--- config.mk ---
export PLATFORM = sky130hd
export DESIGN_NAME = morse_code_keyer_flat
export DESIGN_NICKNAME = d
export VERILOG_FILES = /design/src/mck_pkg.sv /design/src/mck_char_if.sv /design/src/mck_seg_if.sv /design/src/morse_code_keyer.sv /design/src/mck_front.sv /design/src/mck_queue.sv /design/src/mck_back.sv /design/src/flat_wrapper.sv
export VERILOG_INCLUDE_DIRS = /design/src /design/src/src
export SDC_FILE = /design/constraint.sdc
export NUM_CORES = 1
export LEC_CHECK = 0
export BUFFER_PORTS_ARGS = -buffer_cell sky130_fd_sc_hd__buf_2
export CAP_MARGIN = 0
export CORE_MARGIN = 5
export CORE_UTILIZATION = 55
export DETAILED_ROUTE_END_ITERATION = 10
export GPL_TIMING_DRIVEN = 0
export PLACE_DENSITY = 0.76
export SYNTH_ARGS = -nofsm -noshare
export SYNTH_HDL_FRONTEND = slang
export SYNTH_SLANG_ARGS = --single-unit
export TNS_END_PERCENT = 50
--- constraint.sdc ---
create_clock -name clk -period 2.8 [get_ports clk]
set_input_delay 0.28 -clock clk [delete_from_list [all_inputs] [get_ports clk]]
set_output_delay 0.28 -clock clk [all_outputs]
set_load 0.02 [all_outputs]
--- src/morse_code_keyer_assert.svh ---
// Assertion macros used by the keyer top level.
`ifndef MORSE_CODE_KEYER_ASSERT_SVH
`define MORSE_CODE_KEYER_ASSERT_SVH

// Same-cycle implication, checked on clk, quiet while rst_n is low.
`define MCK_ASSERT_SAME(label, ante, cons, msg) \
    label: assert property (@(posedge clk) disable iff (!rst_n) (ante) |-> (cons)) \
        else $error(msg);

// Next-cycle implication, checked on clk, quiet while rst_n is low.
`define MCK_ASSERT_NEXT(label, ante, cons, msg) \
    label: assert property (@(posedge clk) disable iff (!rst_n) (ante) |=> (cons)) \
        else $error(msg);

`endif

--- src/mck_pkg.sv ---
// Shared types, constants and code tables for the Morse keyer.
`timescale 1ns / 1ps
package mck_pkg;

    localparam int QUEUE_DEPTH_DEFAULT = 2;

    localparam logic [2:0] DOT_UNITS        = 3'd1;
    localparam logic [2:0] DASH_UNITS       = 3'd3;
    localparam logic [2:0] SYMBOL_GAP_UNITS = 3'd1;
    localparam logic [2:0] LETTER_GAP_UNITS = 3'd2;
    localparam logic [2:0] WORD_GAP_UNITS   = 3'd7;

    localparam logic [7:0] SPACE_CHAR = 8'h20;

    // Packed as (symbol count << 5) | pattern, first symbol in the highest used bit.
    localparam logic [7:0] LETTER_CODES [26] = '{
        8'h41, 8'h88, 8'h8A, 8'h64, 8'h20, 8'h82, 8'h66, 8'h80,
        8'h40, 8'h87, 8'h65, 8'h84, 8'h43, 8'h42, 8'h67, 8'h86,
        8'h8D, 8'h62, 8'h60, 8'h21, 8'h61, 8'h81, 8'h63, 8'h89,
        8'h8B, 8'h8C
    };

    localparam logic [7:0] DIGIT_CODES [10] = '{
        8'hBF, 8'hAF, 8'hA7, 8'hA3, 8'hA1, 8'hA0, 8'hB0, 8'hB8,
        8'hBC, 8'hBE
    };

    // Classified character: dashes[i] is symbol i in send order.
    typedef struct packed {
        logic       is_space;
        logic [2:0] count;
        logic [4:0] dashes;
    } morse_entry_t;

    // Returns the packed code, zero for bytes without a Morse code.
    function automatic logic [7:0] code_lookup(input logic [7:0] ch);
        logic [7:0] off;
        logic [7:0] code;
        code = 8'h00;
        off  = 8'h00;
        if (ch inside {[8'h41:8'h5A]}) begin
            off  = ch - 8'h41;
            code = LETTER_CODES[off[4:0]];
        end
        else if (ch inside {[8'h61:8'h7A]}) begin
            off  = ch - 8'h61;
            code = LETTER_CODES[off[4:0]];
        end
        else if (ch inside {[8'h30:8'h39]}) begin
            off  = ch - 8'h30;
            code = DIGIT_CODES[off[3:0]];
        end
        return code;
    endfunction

endpackage

--- src/mck_char_if.sv ---
// Character request channel: valid, ready and one ASCII byte.
`timescale 1ns / 1ps
interface mck_char_if;
    logic       valid;
    logic       ready;
    logic [7:0] character;

    modport source (output valid, output character, input ready);
    modport sink   (input valid, input character, output ready);
endinterface

--- src/mck_seg_if.sv ---
// Keying segment channel: valid, ready and one segment.
`timescale 1ns / 1ps
interface mck_seg_if;
    logic       valid;
    logic       ready;
    logic       tone_on;
    logic [2:0] duration_units;
    logic       last_of_run;

    modport source (output valid, output tone_on, output duration_units,
                    output last_of_run, input ready);
    modport sink   (input valid, input tone_on, input duration_units,
                    input last_of_run, output ready);
endinterface

--- src/morse_code_keyer.sv ---
// Top level of the Morse keyer: classifier, entry queue and segment sequencer.
`timescale 1ns / 1ps
// Takes one ASCII byte per request on chars and gives its keying segments on
// segments, one per cycle while the sink keeps ready high. A letter or digit of
// n symbols gives 2n+1 segments (tone, 1-unit gap per symbol, then a 2-unit
// letter gap marked last_of_run); a space gives one 7-unit silent segment and
// any other byte one 2-unit silent segment. Lowercase keys as uppercase. The
// segment sequencer issues one segment per cycle while ready is high, so a
// character holds it for all its segments (1 to 11), setting the sustained rate;
// the classifier keeps taking characters into a QUEUE_DEPTH-entry queue meanwhile.
// With the queue empty, a taken character passes a queue slot and entry_reg
// into the output register. Reset clears control state only; no clearing pass is needed.
module morse_code_keyer #(
    parameter int QUEUE_DEPTH = mck_pkg::QUEUE_DEPTH_DEFAULT
) (
    input  logic       clk,
    input  logic       rst_n,
    mck_char_if.sink   chars,
    mck_seg_if.source  segments
);
    import mck_pkg::*;

    `include "morse_code_keyer_assert.svh"

    logic         push_valid, push_ready;
    morse_entry_t push_data;
    logic         pop_valid, pop_ready;
    morse_entry_t pop_data;

    // Classify each request as space, coded character or unmapped byte.
    mck_front u_front (
        .chars      (chars),
        .push_valid (push_valid),
        .push_ready (push_ready),
        .push_data  (push_data)
    );

    // Decouples character intake from segment delivery.
    mck_queue #(
        .DEPTH (QUEUE_DEPTH)
    ) u_queue (
        .clk        (clk),
        .rst_n      (rst_n),
        .push_valid (push_valid),
        .push_ready (push_ready),
        .push_data  (push_data),
        .pop_valid  (pop_valid),
        .pop_ready  (pop_ready),
        .pop_data   (pop_data)
    );

    // Walks each entry's segments; next entry loads as the last one issues.
    mck_back u_back (
        .clk       (clk),
        .rst_n     (rst_n),
        .pop_valid (pop_valid),
        .pop_ready (pop_ready),
        .pop_data  (pop_data),
        .segments  (segments)
    );

    // A tone is always followed by its gap, so it never ends a run.
    `MCK_ASSERT_SAME(a_tone_not_last, segments.valid && segments.tone_on,
        !segments.last_of_run, "tone segment marked last")

    // Word and letter gaps only ever close a run.
    `MCK_ASSERT_SAME(a_long_gap_is_last,
        segments.valid && !segments.tone_on &&
        (segments.duration_units == WORD_GAP_UNITS ||
         segments.duration_units == LETTER_GAP_UNITS),
        segments.last_of_run, "closing gap not marked last")

    // Mid-run, the sequencer has the next segment ready straight away.
    `MCK_ASSERT_NEXT(a_run_no_bubble,
        segments.valid && segments.ready && !segments.last_of_run,
        segments.valid, "bubble inside a run")

    // Only valid durations leave the block.
    `MCK_ASSERT_SAME(a_units_legal, segments.valid,
        segments.duration_units != 3'd0, "zero-length segment")

endmodule

--- src/mck_front.sv ---
// Front end: takes characters and classifies them into queue entries.
`timescale 1ns / 1ps
module mck_front (
    mck_char_if.sink            chars,
    output logic                push_valid,
    input  logic                push_ready,
    output mck_pkg::morse_entry_t push_data
);
    import mck_pkg::*;

    logic [7:0] code;
    logic [2:0] count;
    logic [4:0] pattern;
    logic [2:0] src_idx;
    logic [4:0] dashes;

    assign code    = code_lookup(chars.character);
    assign count   = code[7:5];
    assign pattern = code[4:0];

    // Reorder so the first symbol sent sits in bit 0.
    always_comb
    begin
        dashes  = 5'b0;
        src_idx = 3'd0;
        for (int i = 0; i < 5; i++)
        begin
            src_idx = count - 3'(i + 1);
            if (3'(i) < count)
            begin
                dashes[i] = pattern[src_idx];
            end
        end
    end

    assign push_data.is_space = (chars.character == SPACE_CHAR);
    assign push_data.count    = count;
    assign push_data.dashes   = dashes;

    assign push_valid  = chars.valid;
    assign chars.ready = push_ready;

endmodule

--- src/mck_queue.sv ---
// Short FIFO between the classifier and the segment sequencer.
`timescale 1ns / 1ps
module mck_queue #(
    parameter int DEPTH = mck_pkg::QUEUE_DEPTH_DEFAULT
) (
    input  logic                  clk,
    input  logic                  rst_n,
    input  logic                  push_valid,
    output logic                  push_ready,
    input  mck_pkg::morse_entry_t push_data,
    output logic                  pop_valid,
    input  logic                  pop_ready,
    output mck_pkg::morse_entry_t pop_data
);
    import mck_pkg::*;

    localparam int PTR_W = (DEPTH > 1) ? $clog2(DEPTH) : 1;
    localparam int CNT_W = $clog2(DEPTH + 1);
    localparam logic [PTR_W-1:0] LAST_PTR = PTR_W'(DEPTH - 1);
    localparam logic [CNT_W-1:0] FULL_CNT = CNT_W'(DEPTH);

    morse_entry_t     slots_reg [DEPTH];
    logic [PTR_W-1:0] wr_ptr_reg, wr_ptr_next;
    logic [PTR_W-1:0] rd_ptr_reg, rd_ptr_next;
    logic [CNT_W-1:0] fill_reg, fill_next;
    logic             do_push, do_pop;

    assign push_ready = (fill_reg != FULL_CNT);
    assign pop_valid  = (fill_reg != '0);
    assign pop_data   = slots_reg[rd_ptr_reg];
    assign do_push    = push_valid && push_ready;
    assign do_pop     = pop_valid && pop_ready;

    always_comb
    begin
        wr_ptr_next = wr_ptr_reg;
        rd_ptr_next = rd_ptr_reg;
        fill_next   = fill_reg;
        if (do_push)
        begin
            wr_ptr_next = (wr_ptr_reg == LAST_PTR) ? '0 : wr_ptr_reg + 1'b1;
        end
        if (do_pop)
        begin
            rd_ptr_next = (rd_ptr_reg == LAST_PTR) ? '0 : rd_ptr_reg + 1'b1;
        end
        if (do_push && !do_pop)
        begin
            fill_next = fill_reg + 1'b1;
        end
        else if (do_pop && !do_push)
        begin
            fill_next = fill_reg - 1'b1;
        end
    end

    always_ff @(posedge clk or negedge rst_n)
    begin
        if (!rst_n)
        begin
            wr_ptr_reg <= '0;
            rd_ptr_reg <= '0;
            fill_reg   <= '0;
        end
        else
        begin
            wr_ptr_reg <= wr_ptr_next;
            rd_ptr_reg <= rd_ptr_next;
            fill_reg   <= fill_next;
        end
    end

    always_ff @(posedge clk)
    begin
        if (do_push)
        begin
            slots_reg[wr_ptr_reg] <= push_data;
        end
    end

endmodule

--- src/mck_back.sv ---
// Back end: steps through one entry's segments into the output register.
`timescale 1ns / 1ps
module mck_back (
    input  logic                  clk,
    input  logic                  rst_n,
    input  logic                  pop_valid,
    output logic                  pop_ready,
    input  mck_pkg::morse_entry_t pop_data,
    mck_seg_if.source             segments
);
    import mck_pkg::*;

    morse_entry_t entry_reg;
    logic         busy_reg, busy_next;
    logic [3:0]   seg_idx_reg, seg_idx_next;
    logic         out_valid_reg, out_valid_next;
    logic         out_tone_reg;
    logic [2:0]   out_units_reg;
    logic         out_last_reg;

    logic         advance, do_pop;
    logic         seg_last, seg_tone;
    logic [2:0]   seg_units;
    logic [2:0]   sym_idx;
    logic [7:0]   dash_pad;

    // Even index: symbol tone; odd: inter-symbol gap; index 2*count: letter gap.
    assign sym_idx  = seg_idx_reg[3:1];
    assign dash_pad = {3'b000, entry_reg.dashes};
    assign seg_last = entry_reg.is_space || (seg_idx_reg == {entry_reg.count, 1'b0});
    assign seg_tone = !seg_last && !seg_idx_reg[0];

    always_comb
    begin
        if (entry_reg.is_space)
        begin
            seg_units = WORD_GAP_UNITS;
        end
        else if (seg_last)
        begin
            seg_units = LETTER_GAP_UNITS;
        end
        else if (seg_idx_reg[0])
        begin
            seg_units = SYMBOL_GAP_UNITS;
        end
        else
        begin
            seg_units = dash_pad[sym_idx] ? DASH_UNITS : DOT_UNITS;
        end
    end

    assign advance   = busy_reg && (!out_valid_reg || segments.ready);
    assign pop_ready = !busy_reg || (advance && seg_last);
    assign do_pop    = pop_valid && pop_ready;

    always_comb
    begin
        busy_next    = busy_reg;
        seg_idx_next = seg_idx_reg;
        if (do_pop)
        begin
            busy_next    = 1'b1;
            seg_idx_next = 4'd0;
        end
        else if (advance)
        begin
            seg_idx_next = seg_idx_reg + 4'd1;
            if (seg_last)
            begin
                busy_next = 1'b0;
            end
        end
        if (advance)
        begin
            out_valid_next = 1'b1;
        end
        else if (segments.ready)
        begin
            out_valid_next = 1'b0;
        end
        else
        begin
            out_valid_next = out_valid_reg;
        end
    end

    always_ff @(posedge clk or negedge rst_n)
    begin
        if (!rst_n)
        begin
            busy_reg      <= 1'b0;
            seg_idx_reg   <= 4'd0;
            out_valid_reg <= 1'b0;
        end
        else
        begin
            busy_reg      <= busy_next;
            seg_idx_reg   <= seg_idx_next;
            out_valid_reg <= out_valid_next;
        end
    end

    always_ff @(posedge clk)
    begin
        if (do_pop)
        begin
            entry_reg <= pop_data;
        end
        if (advance)
        begin
            out_tone_reg  <= seg_tone;
            out_units_reg <= seg_units;
            out_last_reg  <= seg_last;
        end
    end

    assign segments.valid          = out_valid_reg;
    assign segments.tone_on        = out_tone_reg;
    assign segments.duration_units = out_units_reg;
    assign segments.last_of_run    = out_last_reg;

endmodule

--- src/flat_wrapper.sv ---
// flat-port wrapper written by rule: the top's interface ports become plain ports
module morse_code_keyer_flat import mck_pkg::*;
#(
    parameter int QUEUE_DEPTH = mck_pkg::QUEUE_DEPTH_DEFAULT
)
  (clk, rst_n, chars_valid, chars_character, chars_ready, segments_valid, segments_tone_on, segments_duration_units, segments_last_of_run, segments_ready);
  mck_char_if chars_i ();
  mck_seg_if segments_i ();
  input  logic clk;
  input  logic rst_n;
  input wire logic [$bits(chars_i.valid)-1:0] chars_valid;
  input wire logic [$bits(chars_i.character)-1:0] chars_character;
  output wire logic [$bits(chars_i.ready)-1:0] chars_ready;
  output wire logic [$bits(segments_i.valid)-1:0] segments_valid;
  output wire logic [$bits(segments_i.tone_on)-1:0] segments_tone_on;
  output wire logic [$bits(segments_i.duration_units)-1:0] segments_duration_units;
  output wire logic [$bits(segments_i.last_of_run)-1:0] segments_last_of_run;
  input wire logic [$bits(segments_i.ready)-1:0] segments_ready;
  assign chars_i.valid = chars_valid;
  assign chars_i.character = chars_character;
  assign chars_ready = chars_i.ready;
  assign segments_valid = segments_i.valid;
  assign segments_tone_on = segments_i.tone_on;
  assign segments_duration_units = segments_i.duration_units;
  assign segments_last_of_run = segments_i.last_of_run;
  assign segments_i.ready = segments_ready;
  morse_code_keyer #(.QUEUE_DEPTH(QUEUE_DEPTH)) u_core (.clk(clk), .rst_n(rst_n), .chars(chars_i), .segments(segments_i));
endmodule
==> impl_metrics.env <==
export IMPL_startpoint_type="input pin"
export IMPL_setup_violations=0
export IMPL_largest_reg_flops=18
export IMPL_wirelength_microns=6370
export IMPL_clk_latency_ns=0.29
export IMPL_place_hpwl_microns=4260
export IMPL_comb_power_share_pct=38.5
export IMPL_nets=339
export IMPL_drt_pass1_iterations=5
export IMPL_grt_overflow_total=0
export IMPL_rows=26
export IMPL_htreeDepth=2
export IMPL_p_switching_w=0.000808
export IMPL_dieWidth_microns=81.5
export IMPL_power_frac_clock_pct=16.3
export IMPL_yosysMostFrequentCell="edfxtp_1"
export IMPL_drt_iter0_markers=101
export IMPL_grt_max_degree=16
export IMPL_worstMarginPinSlew_ns=0.773
export IMPL_slowest_delay_ns=0.52
export IMPL_maxCapViolations=0
export IMPL_synth_distinct_cells=68
export IMPL_intPower_w=0.00151
export IMPL_viasPerCell=5.92
export IMPL_p_leak_nw=1.31
export IMPL_critPathRequiredTime_ns=2.84
export IMPL_antenna_cells=0
export IMPL_clock_sinks=42
export IMPL_critPathTopFamily="compound AO/OA/AOI/OAI gates"
export IMPL_hp_class="in2reg"
export IMPL_cts_buffers=5
export IMPL_pwr_share_seq_pct=45.1
export IMPL_synth_cells=267
export IMPL_ys_ff_latch=42
export IMPL_vias=2284
export IMPL_cts_max_path_buffers=2
export IMPL_swShare_pct=34.8
export IMPL_slew_violations=0
export IMPL_drive_gt1_share_pct=33.2
export IMPL_skew_ns=0.00656
export IMPL_arrival_ns=2.80
export IMPL_period_share_pct=98.8
export IMPL_synth_area_leaders="edfxtp_1 34%, dfrtp_1 8.9%, ha_1 5.3%"
export IMPL_ys_top_cells_by_count="32 x edfxtp_1, 23 x nor2_1, 19 x nand2_1"
export IMPL_die_area_sq_mm=0.00664
export IMPL_yosys_warnings=0
export IMPL_crit_slowest_cell="a2111oi_0"
export IMPL_track_usage_pct=19.2
export IMPL_core_sq_mm=0.00504
export IMPL_syn_nets=291
export IMPL_syn_cell_area_sq_mm=0.00281
export IMPL_tns_ns=0
export IMPL_drc_errors=0
export IMPL_path_clk_slew_ns=0.08
export IMPL_yosys_most_used_dff="edfxtp_1"
export IMPL_dieHeight_microns=81.5
export IMPL_antenna_left=0
export IMPL_async_reset_ff_share_pct=23.8
export IMPL_fin_area_sq_mm=0.00349
export IMPL_path_cells="buf_6 -> buf_8 -> inv_8 -> ha_4 -> inv_1 -> ha_4 -> buf_12 -> inv_8 -> a2111oi_0 -> mux2_4 -> nand3_1 -> a31o_1 -> nor3_1 -> nor3_1"
export IMPL_crit_path_start="chars_character[1]"
export IMPL_crit_fanout=9
export IMPL_reg2reg_setup_slack_ns=0.21
export IMPL_globalplace_congestion=0.904
export IMPL_hold_start="segments_ready"
export IMPL_status="finished, final reports clean"
export IMPL_portBuffers=17
export IMPL_initial_utilization_pct=55.8
export IMPL_yosys_area_top_type="edfxtp_1"
export IMPL_fmax_ghz=0.361
export IMPL_hold_viol_final=0
export IMPL_cts_root_buffer="clkbuf_8"
export IMPL_synth_top_area_share_pct=34.2
export IMPL_worstSetupEndpointType="flip-flop"
export IMPL_synth_edff_count=32
export IMPL_routedWlPerCell_microns=16.5
export IMPL_syn2layout_area_growth_pct=23.9
export IMPL_antenna_found_initial=0
export IMPL_maxSlewHeadroom_pct=48.3
export IMPL_peakVddDrop_v=0.000473
export IMPL_syn_avg_cell_area_sq_um=10.5
export IMPL_grt_pass1_wl_microns=9830
export IMPL_period_needed_ns=2.77
export IMPL_place_area_sq_mm=0.00302
export IMPL_r2r_start="u_core.u_back.seg_idx_reg[1]"
export IMPL_grt_pass1_vias=2179
export IMPL_p_per_area_mw_per_mm2=665
export IMPL_critPathKind="in2reg"
export IMPL_ys_seq_area_share_pct=43.1
export IMPL_pin_count=19
export IMPL_cts_tree="yes"
export IMPL_cp_buffers_inverters=6
## what timing repair did
action / in CTS / in global routing
buffers inserted: 12 / 11
pin swaps: 9 / 13
gates cloned: 0 / 1
gates resized for setup: 9 / 28
hold buffers: 1 / 0
setup endpoints to repair: 12 / 10
endpoints found under the hold margin: 10 / 0
## final cells by class
class / instances / area [sq um]
Fill cell: 375 / 1560
Timing Repair Buffer: 42 / 318
Clock buffer: 5 / 68.8
Buffer: 14 / 106
Clock inverter: 3 / 21.3
Tap cell: 70 / 87.6
Inverter: 9 / 52.6
Sequential cell: 42 / 1210
Multi-Input combinational cell: 201 / 1620
## worst register-to-register path, delay by kind of cell, from the launching register on
family                   cells  cell delay, ns
AND/OR/NAND/NOR              4            0.84
buffers and inverters        1            0.10
XOR/XNOR                     2            0.37
flip-flops                   1            0.46
adder cells (fa/ha/maj)      1            0.32
AO/OA/AOI/OAI                1            0.43
## layer usage
| metal | routed length (microns) | track usage [%] | up-vias | share of wire [%] |
|---|---|---|---|---|
| li1 | - | - | 1091 | - |
| met1 | 2480 | 20.6 | 1109 | 39 |
| met2 | 3510 | 37.0 | 70 | 55 |
| met3 | 260 | 3.07 | 14 | 4.1 |
| met4 | 125 | 7.43 | 0 | 2.0 |
| met5 | 0 | 0 | - | 0 |
## path summary, 6_finish.rpt
| path | to | cells past startpoint |
|---|---|---|
| setup / recovery | u_core.u_queue.slots_reg[1][4] | 14 |
| setup reg to reg | u_core.u_queue.fill_reg[1] | 9 |
| max in group asynchronous | u_core.u_queue.wr_ptr_reg | 2 |
| hold / removal | u_core.u_back.segments.valid | 3 |
| min in group asynchronous | u_core.u_back.segments.valid | 2 |
| hold reg to reg | u_core.u_back.segments.duration_units[2] | 0 |
## cell usage in the layout (no fill, tap or decap), drive strengths merged, types with 4 or more instances in the layout
cell and count:
nand4 4, a21oi 11, buf 48, nor2b 6
dfrtp 10, clkbuf 12, nand3 6, mux2 11
o21ai 12, ha 12, xor2 9, nor3 10
edfxtp 32, nor2 24, inv 8, a22oi 4
nand2b 9, nand2 19
## power by group through the flow
stage	registers (W)	clock network, W	logic, W
3_5_place_dp	0.00106	0	0.000806
4_1_cts	0.00105	0.000389	0.000842
5_1_grt	0.00107	0.000415	0.000979
2_1_floorplan	0.00107	0	0.000581
6_report	0.00105	0.000379	0.000893
3_3_place_gp	0.00105	0	0.000772
## metrics by stage
stage | worst slack (ns) | utilization [%] | std cells | power, W | hold WS [ns]
final | 0.0325 | 69.1 | 386 | 0.00232 | 0.285
after global routing | -0.0540 | 69.1 | 386 | 0.00247 | 0.308
after CTS | 0.00279 | 64.5 | 375 | 0.00228 | 0.273
after detailed placement | -0.647 | 60.0 | 354 | 0.00187 | 0.160
after global placement | -0.631 | 60.0 | 354 | 0.00182 | 0.155
after floorplan | 0.00334 | - | 267 | 0.00165 | -0.0156
## kinds of logic after synthesis
logic type	share of synthesized area (%)
AOI/OAI and AO/OA	16.9
xor gates and xnor gates	4.00
adders and majority gates	5.34
buffers and inverters	4.54
DFF	43.1
muxes	5.92
and+or+nand+nor	20.2
Note: power is estimated with default switching activity, not from simulation.
